[src/rtl/core/bqef_pkg.sv]
// ============================================================================
// bqef_pkg: shared types and constants of the biquad cascade
// Holds the default sizes, the fixed field widths, the register indexes and
// the command bundle that the controller hands to the datapath.
// ============================================================================
package bqef_pkg;

    // Default sizes of the cascade.
    localparam int MAX_SECTIONS_DEF = 8;
    localparam int SAMPLE_BITS_DEF  = 24;
    localparam int COEF_BITS_DEF    = 32;

    // Fixed widths of the arithmetic and of the ports.
    localparam int ACC_BITS     = 64;
    localparam int ERR_BITS     = 32;
    localparam int MUL_A_BITS   = 32;
    localparam int FRAC_W       = 5;
    localparam int SECCNT_W     = 4;
    localparam int CFG_DATA_W   = 5;
    localparam int CFG_IDX_W    = 1;
    localparam int COEF_IDX_W   = 6;
    localparam int NUM_COEFS    = 5;

    // Configuration register indexes.
    localparam logic [CFG_IDX_W-1:0] REG_FRAC_BITS     = 1'b0;
    localparam logic [CFG_IDX_W-1:0] REG_SECTION_COUNT = 1'b1;

    // Reset values of the configuration registers.
    localparam logic [FRAC_W-1:0]   FRAC_BITS_RST     = 5'd12;
    localparam logic [SECCNT_W-1:0] SECTION_COUNT_RST = 4'd1;

    // Operand pair presented to the shared multiplier.
    typedef enum logic [2:0] {
        MUL_NONE,
        MUL_E1A1,
        MUL_E2A2,
        MUL_XB0,
        MUL_X1B1,
        MUL_X2B2,
        MUL_Y1A1,
        MUL_Y2A2
    } mul_sel_t;

    // Accumulator operation; load, add and subtract take the product of the previous cycle.
    typedef enum logic [2:0] {
        ACC_NONE,
        ACC_LOAD,
        ACC_ADD,
        ACC_SUB,
        ACC_OFFS,
        ACC_SHIFT
    } acc_op_t;

    // Command bundle from the controller to the datapath.
    typedef struct packed {
        logic     start;
        logic     coef_we;
        logic     rd_en;
        mul_sel_t mul_sel;
        acc_op_t  acc_op;
        logic     sat_wb;
        logic     load_out;
    } dp_cmd_t;

endpackage

[src/rtl/core/bqef_ctrl.sv]
// ============================================================================
// bqef_ctrl: sequencer of the biquad cascade
// Accepts input transfers, steps the shared MAC through each section and
// owns the valid flag of the result register.
// ============================================================================
module bqef_ctrl
    import bqef_pkg::*;
#(
    parameter int MAX_SECTIONS = MAX_SECTIONS_DEF,
    parameter int SEC_W        = (MAX_SECTIONS > 1) ? $clog2(MAX_SECTIONS) : 1
) (
    input  logic                aclk,
    input  logic                aresetn,
    input  logic                s_valid,
    output logic                s_ready,
    input  logic                s_mode,
    output logic                m_valid,
    input  logic                m_ready,
    input  logic [SECCNT_W-1:0] section_count,
    output dp_cmd_t             cmd,
    output logic [SEC_W-1:0]    sec_addr
);

    typedef enum logic [14:0] {
        S_IDLE    = 15'b000000000000001,
        S_READ    = 15'b000000000000010,
        S_E1      = 15'b000000000000100,
        S_E2      = 15'b000000000001000,
        S_E_ACC   = 15'b000000000010000,
        S_RND0    = 15'b000000000100000,
        S_RND1    = 15'b000000001000000,
        S_B1      = 15'b000000010000000,
        S_B2      = 15'b000000100000000,
        S_A1      = 15'b000001000000000,
        S_A2      = 15'b000010000000000,
        S_A_ACC   = 15'b000100000000000,
        S_OUT0    = 15'b001000000000000,
        S_OUT1    = 15'b010000000000000,
        S_SAT     = 15'b100000000000000
    } state_t;

    state_t           state_reg, state_next;
    logic [SEC_W-1:0] sec_reg, sec_next;
    logic             out_valid_reg, out_valid_next;
    logic             done_reg, done_next;
    logic [SEC_W-1:0] last_sec;
    logic [7:0]       sc_ext;

    // Last section index: a count of zero acts as one, a count above the
    // cascade length acts as the full cascade.
    always_comb begin
        sc_ext = 8'(section_count);
        if (sc_ext == 8'd0) begin
            last_sec = '0;
        end else if (sc_ext > 8'(MAX_SECTIONS)) begin
            last_sec = SEC_W'(MAX_SECTIONS - 1);
        end else begin
            last_sec = SEC_W'(sc_ext - 8'd1);
        end
    end

    // Sequencing of one section and hand-off to the result register.
    always_comb begin
        state_next     = state_reg;
        sec_next       = sec_reg;
        done_next      = done_reg;
        cmd            = '{start: 1'b0, coef_we: 1'b0, rd_en: 1'b0,
                           mul_sel: MUL_NONE, acc_op: ACC_NONE,
                           sat_wb: 1'b0, load_out: 1'b0};
        s_ready        = 1'b0;

        case (state_reg)
            S_IDLE: begin
                if (done_reg) begin
                    // Finished sample waits for the result register.
                    if (!out_valid_reg || m_ready) begin
                        cmd.load_out = 1'b1;
                        done_next    = 1'b0;
                    end
                end else begin
                    s_ready = 1'b1;
                    if (s_valid) begin
                        if (s_mode) begin
                            cmd.coef_we = 1'b1;
                        end else begin
                            cmd.start  = 1'b1;
                            sec_next   = '0;
                            state_next = S_READ;
                        end
                    end
                end
            end
            S_READ: begin
                cmd.rd_en  = 1'b1;
                state_next = S_E1;
            end
            S_E1: begin
                cmd.mul_sel = MUL_E1A1;
                state_next  = S_E2;
            end
            S_E2: begin
                cmd.mul_sel = MUL_E2A2;
                cmd.acc_op  = ACC_LOAD;
                state_next  = S_E_ACC;
            end
            S_E_ACC: begin
                cmd.acc_op = ACC_ADD;
                state_next = S_RND0;
            end
            S_RND0: begin
                cmd.acc_op = ACC_OFFS;
                state_next = S_RND1;
            end
            S_RND1: begin
                cmd.acc_op  = ACC_SHIFT;
                cmd.mul_sel = MUL_XB0;
                state_next  = S_B1;
            end
            S_B1: begin
                cmd.mul_sel = MUL_X1B1;
                cmd.acc_op  = ACC_ADD;
                state_next  = S_B2;
            end
            S_B2: begin
                cmd.mul_sel = MUL_X2B2;
                cmd.acc_op  = ACC_ADD;
                state_next  = S_A1;
            end
            S_A1: begin
                cmd.mul_sel = MUL_Y1A1;
                cmd.acc_op  = ACC_ADD;
                state_next  = S_A2;
            end
            S_A2: begin
                cmd.mul_sel = MUL_Y2A2;
                cmd.acc_op  = ACC_SUB;
                state_next  = S_A_ACC;
            end
            S_A_ACC: begin
                cmd.acc_op = ACC_SUB;
                state_next = S_OUT0;
            end
            S_OUT0: begin
                cmd.acc_op = ACC_OFFS;
                state_next = S_OUT1;
            end
            S_OUT1: begin
                cmd.acc_op = ACC_SHIFT;
                state_next = S_SAT;
            end
            S_SAT: begin
                cmd.sat_wb = 1'b1;
                if (sec_reg == last_sec) begin
                    done_next  = 1'b1;
                    state_next = S_IDLE;
                end else begin
                    sec_next   = sec_reg + 1'b1;
                    state_next = S_READ;
                end
            end
            default: begin
                state_next = S_IDLE;
            end
        endcase
    end

    // Result valid flag: set on load, cleared by an output transfer.
    always_comb begin
        if (cmd.load_out) begin
            out_valid_next = 1'b1;
        end else if (m_ready) begin
            out_valid_next = 1'b0;
        end else begin
            out_valid_next = out_valid_reg;
        end
    end

    always_ff @(posedge aclk) begin
        if (!aresetn) begin
            state_reg     <= S_IDLE;
            sec_reg       <= '0;
            out_valid_reg <= 1'b0;
            done_reg      <= 1'b0;
        end else begin
            state_reg     <= state_next;
            sec_reg       <= sec_next;
            out_valid_reg <= out_valid_next;
            done_reg      <= done_next;
        end
    end

    assign m_valid  = out_valid_reg;
    assign sec_addr = sec_reg;

endmodule

[config.mk]
export PLATFORM = sky130hd
export DESIGN_NAME = bqef_ctrl
export DESIGN_NICKNAME = d
export VERILOG_FILES = /design/src/rtl/core/bqef_pkg.sv /design/src/rtl/core/bqef_ctrl.sv
export SDC_FILE = /design/constraint.sdc
export NUM_CORES = 1
export LEC_CHECK = 0
export ABC_AREA = 1
export BUFFER_PORTS_ARGS = -buffer_cell sky130_fd_sc_hd__buf_2
export CAP_MARGIN = 40
export CORE_MARGIN = 3
export CORE_UTILIZATION = 54
export DETAILED_ROUTE_END_ITERATION = 10
export PLACE_DENSITY_LB_ADDON = 0.08
export SLEW_MARGIN = 15
export SYNTH_ARGS = -nofsm -noshare
export SYNTH_HDL_FRONTEND = slang
export SYNTH_SLANG_ARGS = --single-unit
[constraint.sdc]
create_clock -name aclk -period 1.8 [get_ports aclk]
set_input_delay 0.27 -clock aclk [delete_from_list [all_inputs] [get_ports aclk]]
set_output_delay 0.27 -clock aclk [all_outputs]
set_load 0.03 [all_outputs]
Word-level counts from Yosys, hierarchy flattened

Index checks and enable logic that the tools add are counted.

Logic and storage cells: 72
Memories: 0
Input bits: 9
Memory bits (read-only): 0
Register bits: 20
RAM bits: 0
Latch bits: 0
Output and inout port bits: 16

Equal/unequal tests: 21
Divide/modulo/power cells: 0
Magnitude comparators: 1
Multipliers: 0
Multiplexer cells: 32
Add/subtract/negate cells: 2
Reduce and logical (&&, ||, !) cells: 12
Bitwise logic cells: 0
Shifts and indexed selects: 0

Operators with widths:

| operator             | number |
|---|---|
| $pmux 15 s15         | 1 |
| $mux 15              | 3 |
| $pmux 3 s7           | 1 |
| $mux 3               | 6 |
| $eq 15x1->1 const B  | 1 |
| $eq 15x10->1 const B | 1 |
| $eq 15x11->1 const B | 1 |
| $eq 15x12->1 const B | 1 |
| $eq 15x13->1 const B | 1 |
| $eq 15x14->1 const B | 1 |
| $eq 15x15->1 const B | 1 |
| $eq 15x2->1 const B  | 1 |
| $eq 15x3->1 const B  | 1 |
| $eq 15x4->1 const B  | 1 |
| $eq 15x5->1 const B  | 1 |
| $eq 15x6->1 const B  | 1 |
| $eq 15x7->1 const B  | 1 |
| $eq 15x8->1 const B  | 1 |
| $eq 15x9->1 const B  | 1 |
| $pmux 3 s5           | 1 |
| $mux 1               | 14 |
| $ne 2x2->1 const B   | 5 |
| $mux 2               | 4 |
| $pmux 3 s2           | 1 |
| other kinds (14)     | 17 |

Depth between registers and ports, before layout

Depth after elaboration: 6
Depth in mapped cells: 13
Gate-level depth less buffers: 13

Worst setup path after synthesis

OpenSTA, ideal clock, no wires.

Path kind: register to output
Start point: register state_reg[4]
End point: output cmd[3] (netlist name)
Slack: -0.002 ns
Path buffers: 0
Stages on the path, launching flop included: 7
Required time: 1.530 ns
Arrival time: 1.532 ns
Cells stage by stage: dfxtp_1 -> nor2_4 -> nand2_4 -> nor3_4 -> nand2_1 -> nand3_1 -> nand3b_1

RTL lines:

| item                     | line             | text |
|---|---|---|
| start: declaration       | bqef_ctrl.sv:42  | `state_t state_reg, state_next;` |
| start signal: assignment | bqef_ctrl.sv:185 | `state_reg <= state_next;` |
| end: declaration         | bqef_ctrl.sv:20  | `output dp_cmd_t cmd,` |

==> results.json <==
{
  "status": "finished, violations left",
  "violations": "setup timing",
  "yosysWarnings": 0,
  "rr_startpoint": "state_reg[13]",
  "end_kind": "output pin",
  "powerDensity_nw_per_um2": 830.5,
  "grt_pass1_vias": 1338,
  "ys_seq_elements": 20,
  "rsz0062_at_grt": "yes",
  "r2r_cells": 12,
  "clock-root-buffer": "clkbuf_4",
  "fin_skew_ns": 0.002833,
  "grt_use_total_pct": 26.00,
  "required_ns": 1.53,
  "tns_ns": -1.938,
  "startpoint": "state_reg[13]",
  "synthesis.area_sq_um": 1240,
  "largest_reg_flops": 15,
  "nFillCells": 88,
  "grt_pass1_wl_mm": 5.444,
  "syn_area_per_cell_sq_um": 6.595,
  "dr.pass1.iters": 5,
  "post-route-util_pct": 91.69,
  "start_kind": "register",
  "regToRegSetupSlack_ns": -0.03,
  "cts_sinks": 20,
  "cp_max_fo": 6,
  "cts_buffers": 3,
  "clk_pin_slew_ns": 0.12,
  "max_slew_margin_pct": 60.95,
  "multiInputGateArea_sq_um": 812.0,
  "clockBufferDepth": 2,
  "synthSimpleGateAreaFrac_pct": 48.23,
  "ios": 25,
  "wl_per_cell_microns": 18.49,
  "area_growth_pct": 52.47,
  "postSynthCellCount": 188,
  "power_leakage_nw": 0.9670,
  "tightest_slew_ns": 0.5851,
  "dp_slack_ns": 0.1033,
  "die_width_microns": 53.92,
  "dp_hpwl_mm": 2.104,
  "finalNonFillerCells": 271,
  "drive_above_1_share_pct": 46.31,
  "overflow": 0,
  "initial_core_util_pct": 60.13,
  "cts-htree-levels": 1,
  "portBuffers": 24,
  "core_sq_um": 2062,
  "dieArea_sq_um": 2907,
  "period_minus_slack_ns": 2.104,
  "drtAntennaViolNets": 0,
  "regArea_sq_um": 419.2,
  "cts_tree": "built",
  "dp.cells": 237,
  "fmax_mhz": 475.3,
  "synth.area.mux_share_pct": 0,
  "routed_wirelength_mm": 5.011,
  "finalWorstSetupSlack_ns": -0.3040,
  "gp_congestion": 0.9314,
  "ir_drop_mv": 0.8296,
  "r2r_end": "sec_addr[1]",
  "vias": 1632,
  "antenna_found_initial": 0,
  "synth-seq-area-share_pct": 32.29,
  "viasPerCell": 6.022,
  "final-max-slew-violation-count": 0,
  "crit_type": "register to output pin",
  "insertion_delay_ns": 0.31,
  "syn_nets": 199,
  "postCtsHoldBufs": 0,
  "synth_top_family_by_area": "simple AND/OR/NAND/NOR gates",
  "drcViolationCount": 0,
  "synth-compound-area-share_pct": 4.743,
  "grt_max_degree": 17,
  "final_hold_viol_count": 0,
  "synth_cell_types": 27,
  "synth_xor_area_share_pct": 0.7064,
  "synthAdderAreaFrac_pct": 2.018,
  "drv_cap": 0,
  "rows": 16,
  "die_h_microns": 53.92,
  "fin_crit_sh_pct": 116.9,
  "hp-class": "primary input to register",
  "finalSetupViolCount": 15,
  "arrival_ns": 1.83,
  "diodes": 0,
  "crit_path_end": "cmd[2]",
  "nets": 256,
  "drtIter0Drc": 112
}
-- cell usage in the layout (no fill, tap or decap), drive strengths merged --
| cell type | Yosys | final |
|---|---|---|
| buf | 2 | 54 |
| nor2 | 48 | 48 |
| nand2 | 35 | 35 |
| inv | 33 | 33 |
| nand3 | 23 | 23 |
| dfxtp | 20 | 20 |
| nand4 | 6 | 6 |
| o21ai | 5 | 5 |
| a21oi | 4 | 4 |
| clkbuf | 1 | 4 |
| nor3 | 4 | 4 |
| nand3b | 2 | 2 |
| ha | 2 | 2 |
| o21bai | 1 | 1 |
| xor2 | 1 | 1 |
| a31oi | 1 | 1 |
| bufinv | 0 | 1 |
-- critical path, cell delays in order (launching register included) --
cell and delay, ns:
dfxtp_2 0.36, nor2_2 0.14, nand2_2 0.10, nor2_4 0.20
nand4_1 0.22, nand2_1 0.17, inv_2 0.06, nand4_1 0.11
buf_6 0.15
-- layout make-up --
| type | instances | share of cell area [%] |
|---|---|---|
| well taps | 27 | 1.787 |
| clock buffers | 3 | 1.191 |
| multi-input cells | 132 | 42.95 |
| inverters | 33 | 6.684 |
| repair buffers | 55 | 23.63 |
| flip-flops and latches | 20 | 22.17 |
| clock inverters | 1 | 1.588 |
-- worst min-delay path by stage --
stage / cells past startpoint / slack (ns) / end / from
floorplan: 2 / 0.41 / sec_addr[1] / aresetn
global placement: 2 / 0.50 / done_reg / done_reg
detailed placement: 2 / 0.52 / done_reg / done_reg
CTS: 3 / 0.22 / state_reg[3] / aresetn
global route: 3 / 0.25 / sec_addr[1] / aresetn
finish: 3 / 0.25 / sec_addr[1] / aresetn
-- logic make-up (layout without fill, tap and decap cells) --
logic type	count (synthesis)	in the layout
buffers and inverters	36	92
adder cells (fa/ha/maj)	2	2
AND/OR/NAND/NOR	118	118
XOR/XNOR	1	1
AO/OA/AOI/OAI	11	11
flip-flops	20	20
-- layer usage --
| metal | share of wire, % | track usage, % |
|---|---|---|
| met1 | 36 | 28.79 |
| met4 | 7.2 | 16.17 |
| met2 | 48 | 45.97 |
| met5 | 0 | 0 |
| met3 | 8.7 | 3.878 |
-- synthesized netlist by cell type --
cell | number | area, sq um
nand3_4 | 1 | 17.52
nor2_1 | 41 | 153.9
nor2_2 | 2 | 12.51
nand4_1 | 6 | 37.54
nand2_2 | 6 | 37.54
inv_4 | 1 | 6.260
xor2_1 | 1 | 8.760
buf_4 | 1 | 7.510
nand3_2 | 2 | 20.02
nand2_4 | 1 | 11.26
nor2_4 | 5 | 56.30
a31oi_1 | 1 | 6.260
a21oi_1 | 4 | 20.02
o21ai_0 | 2 | 10.01
clkbuf_1 | 1 | 3.750
nor3_1 | 3 | 15.01
nand3_1 | 20 | 100.1
dfxtp_1 | 20 | 400.4
o21ai_1 | 3 | 15.01
nand2_1 | 28 | 105.1
nor3_4 | 1 | 16.27
inv_2 | 1 | 3.750
nand3b_1 | 2 | 15.01
inv_1 | 31 | 116.4
ha_1 | 2 | 25.02
buf_6 | 1 | 11.26
o21bai_1 | 1 | 7.510
-- through the flow --
step / power, W / instance area, sq um / hold slack (ns)
after floorplan: 0.0008480 / 1245 / 0.4082
after global placement: 0.0009310 / 1384 / 0.5016
after detailed placement: 0.0009439 / 1384 / 0.5150
after CTS: 0.001436 / 1732 / 0.2227
after global routing: 0.001621 / 1891 / 0.2468
final: 0.001570 / 1891 / 0.2451
-- where the power goes --
part,internal (W),switching [W],total (W)
sequential,0.000474,0.0000375,0.000512
combinational,0.000256,0.000427,0.000682
clock,0.000225,0.000151,0.000376
total,0.000955,0.000615,0.00157
-- timing repair --
| action | in CTS | in global routing |
|---|---|---|
| pin swaps | 18 | 18 |
| gates resized for setup | 45 | 30 |
| setup buffers | 20 | 11 |
| setup endpoints to repair | 12 | 15 |
No activity file was read; power rests on OpenSTA's default activity.
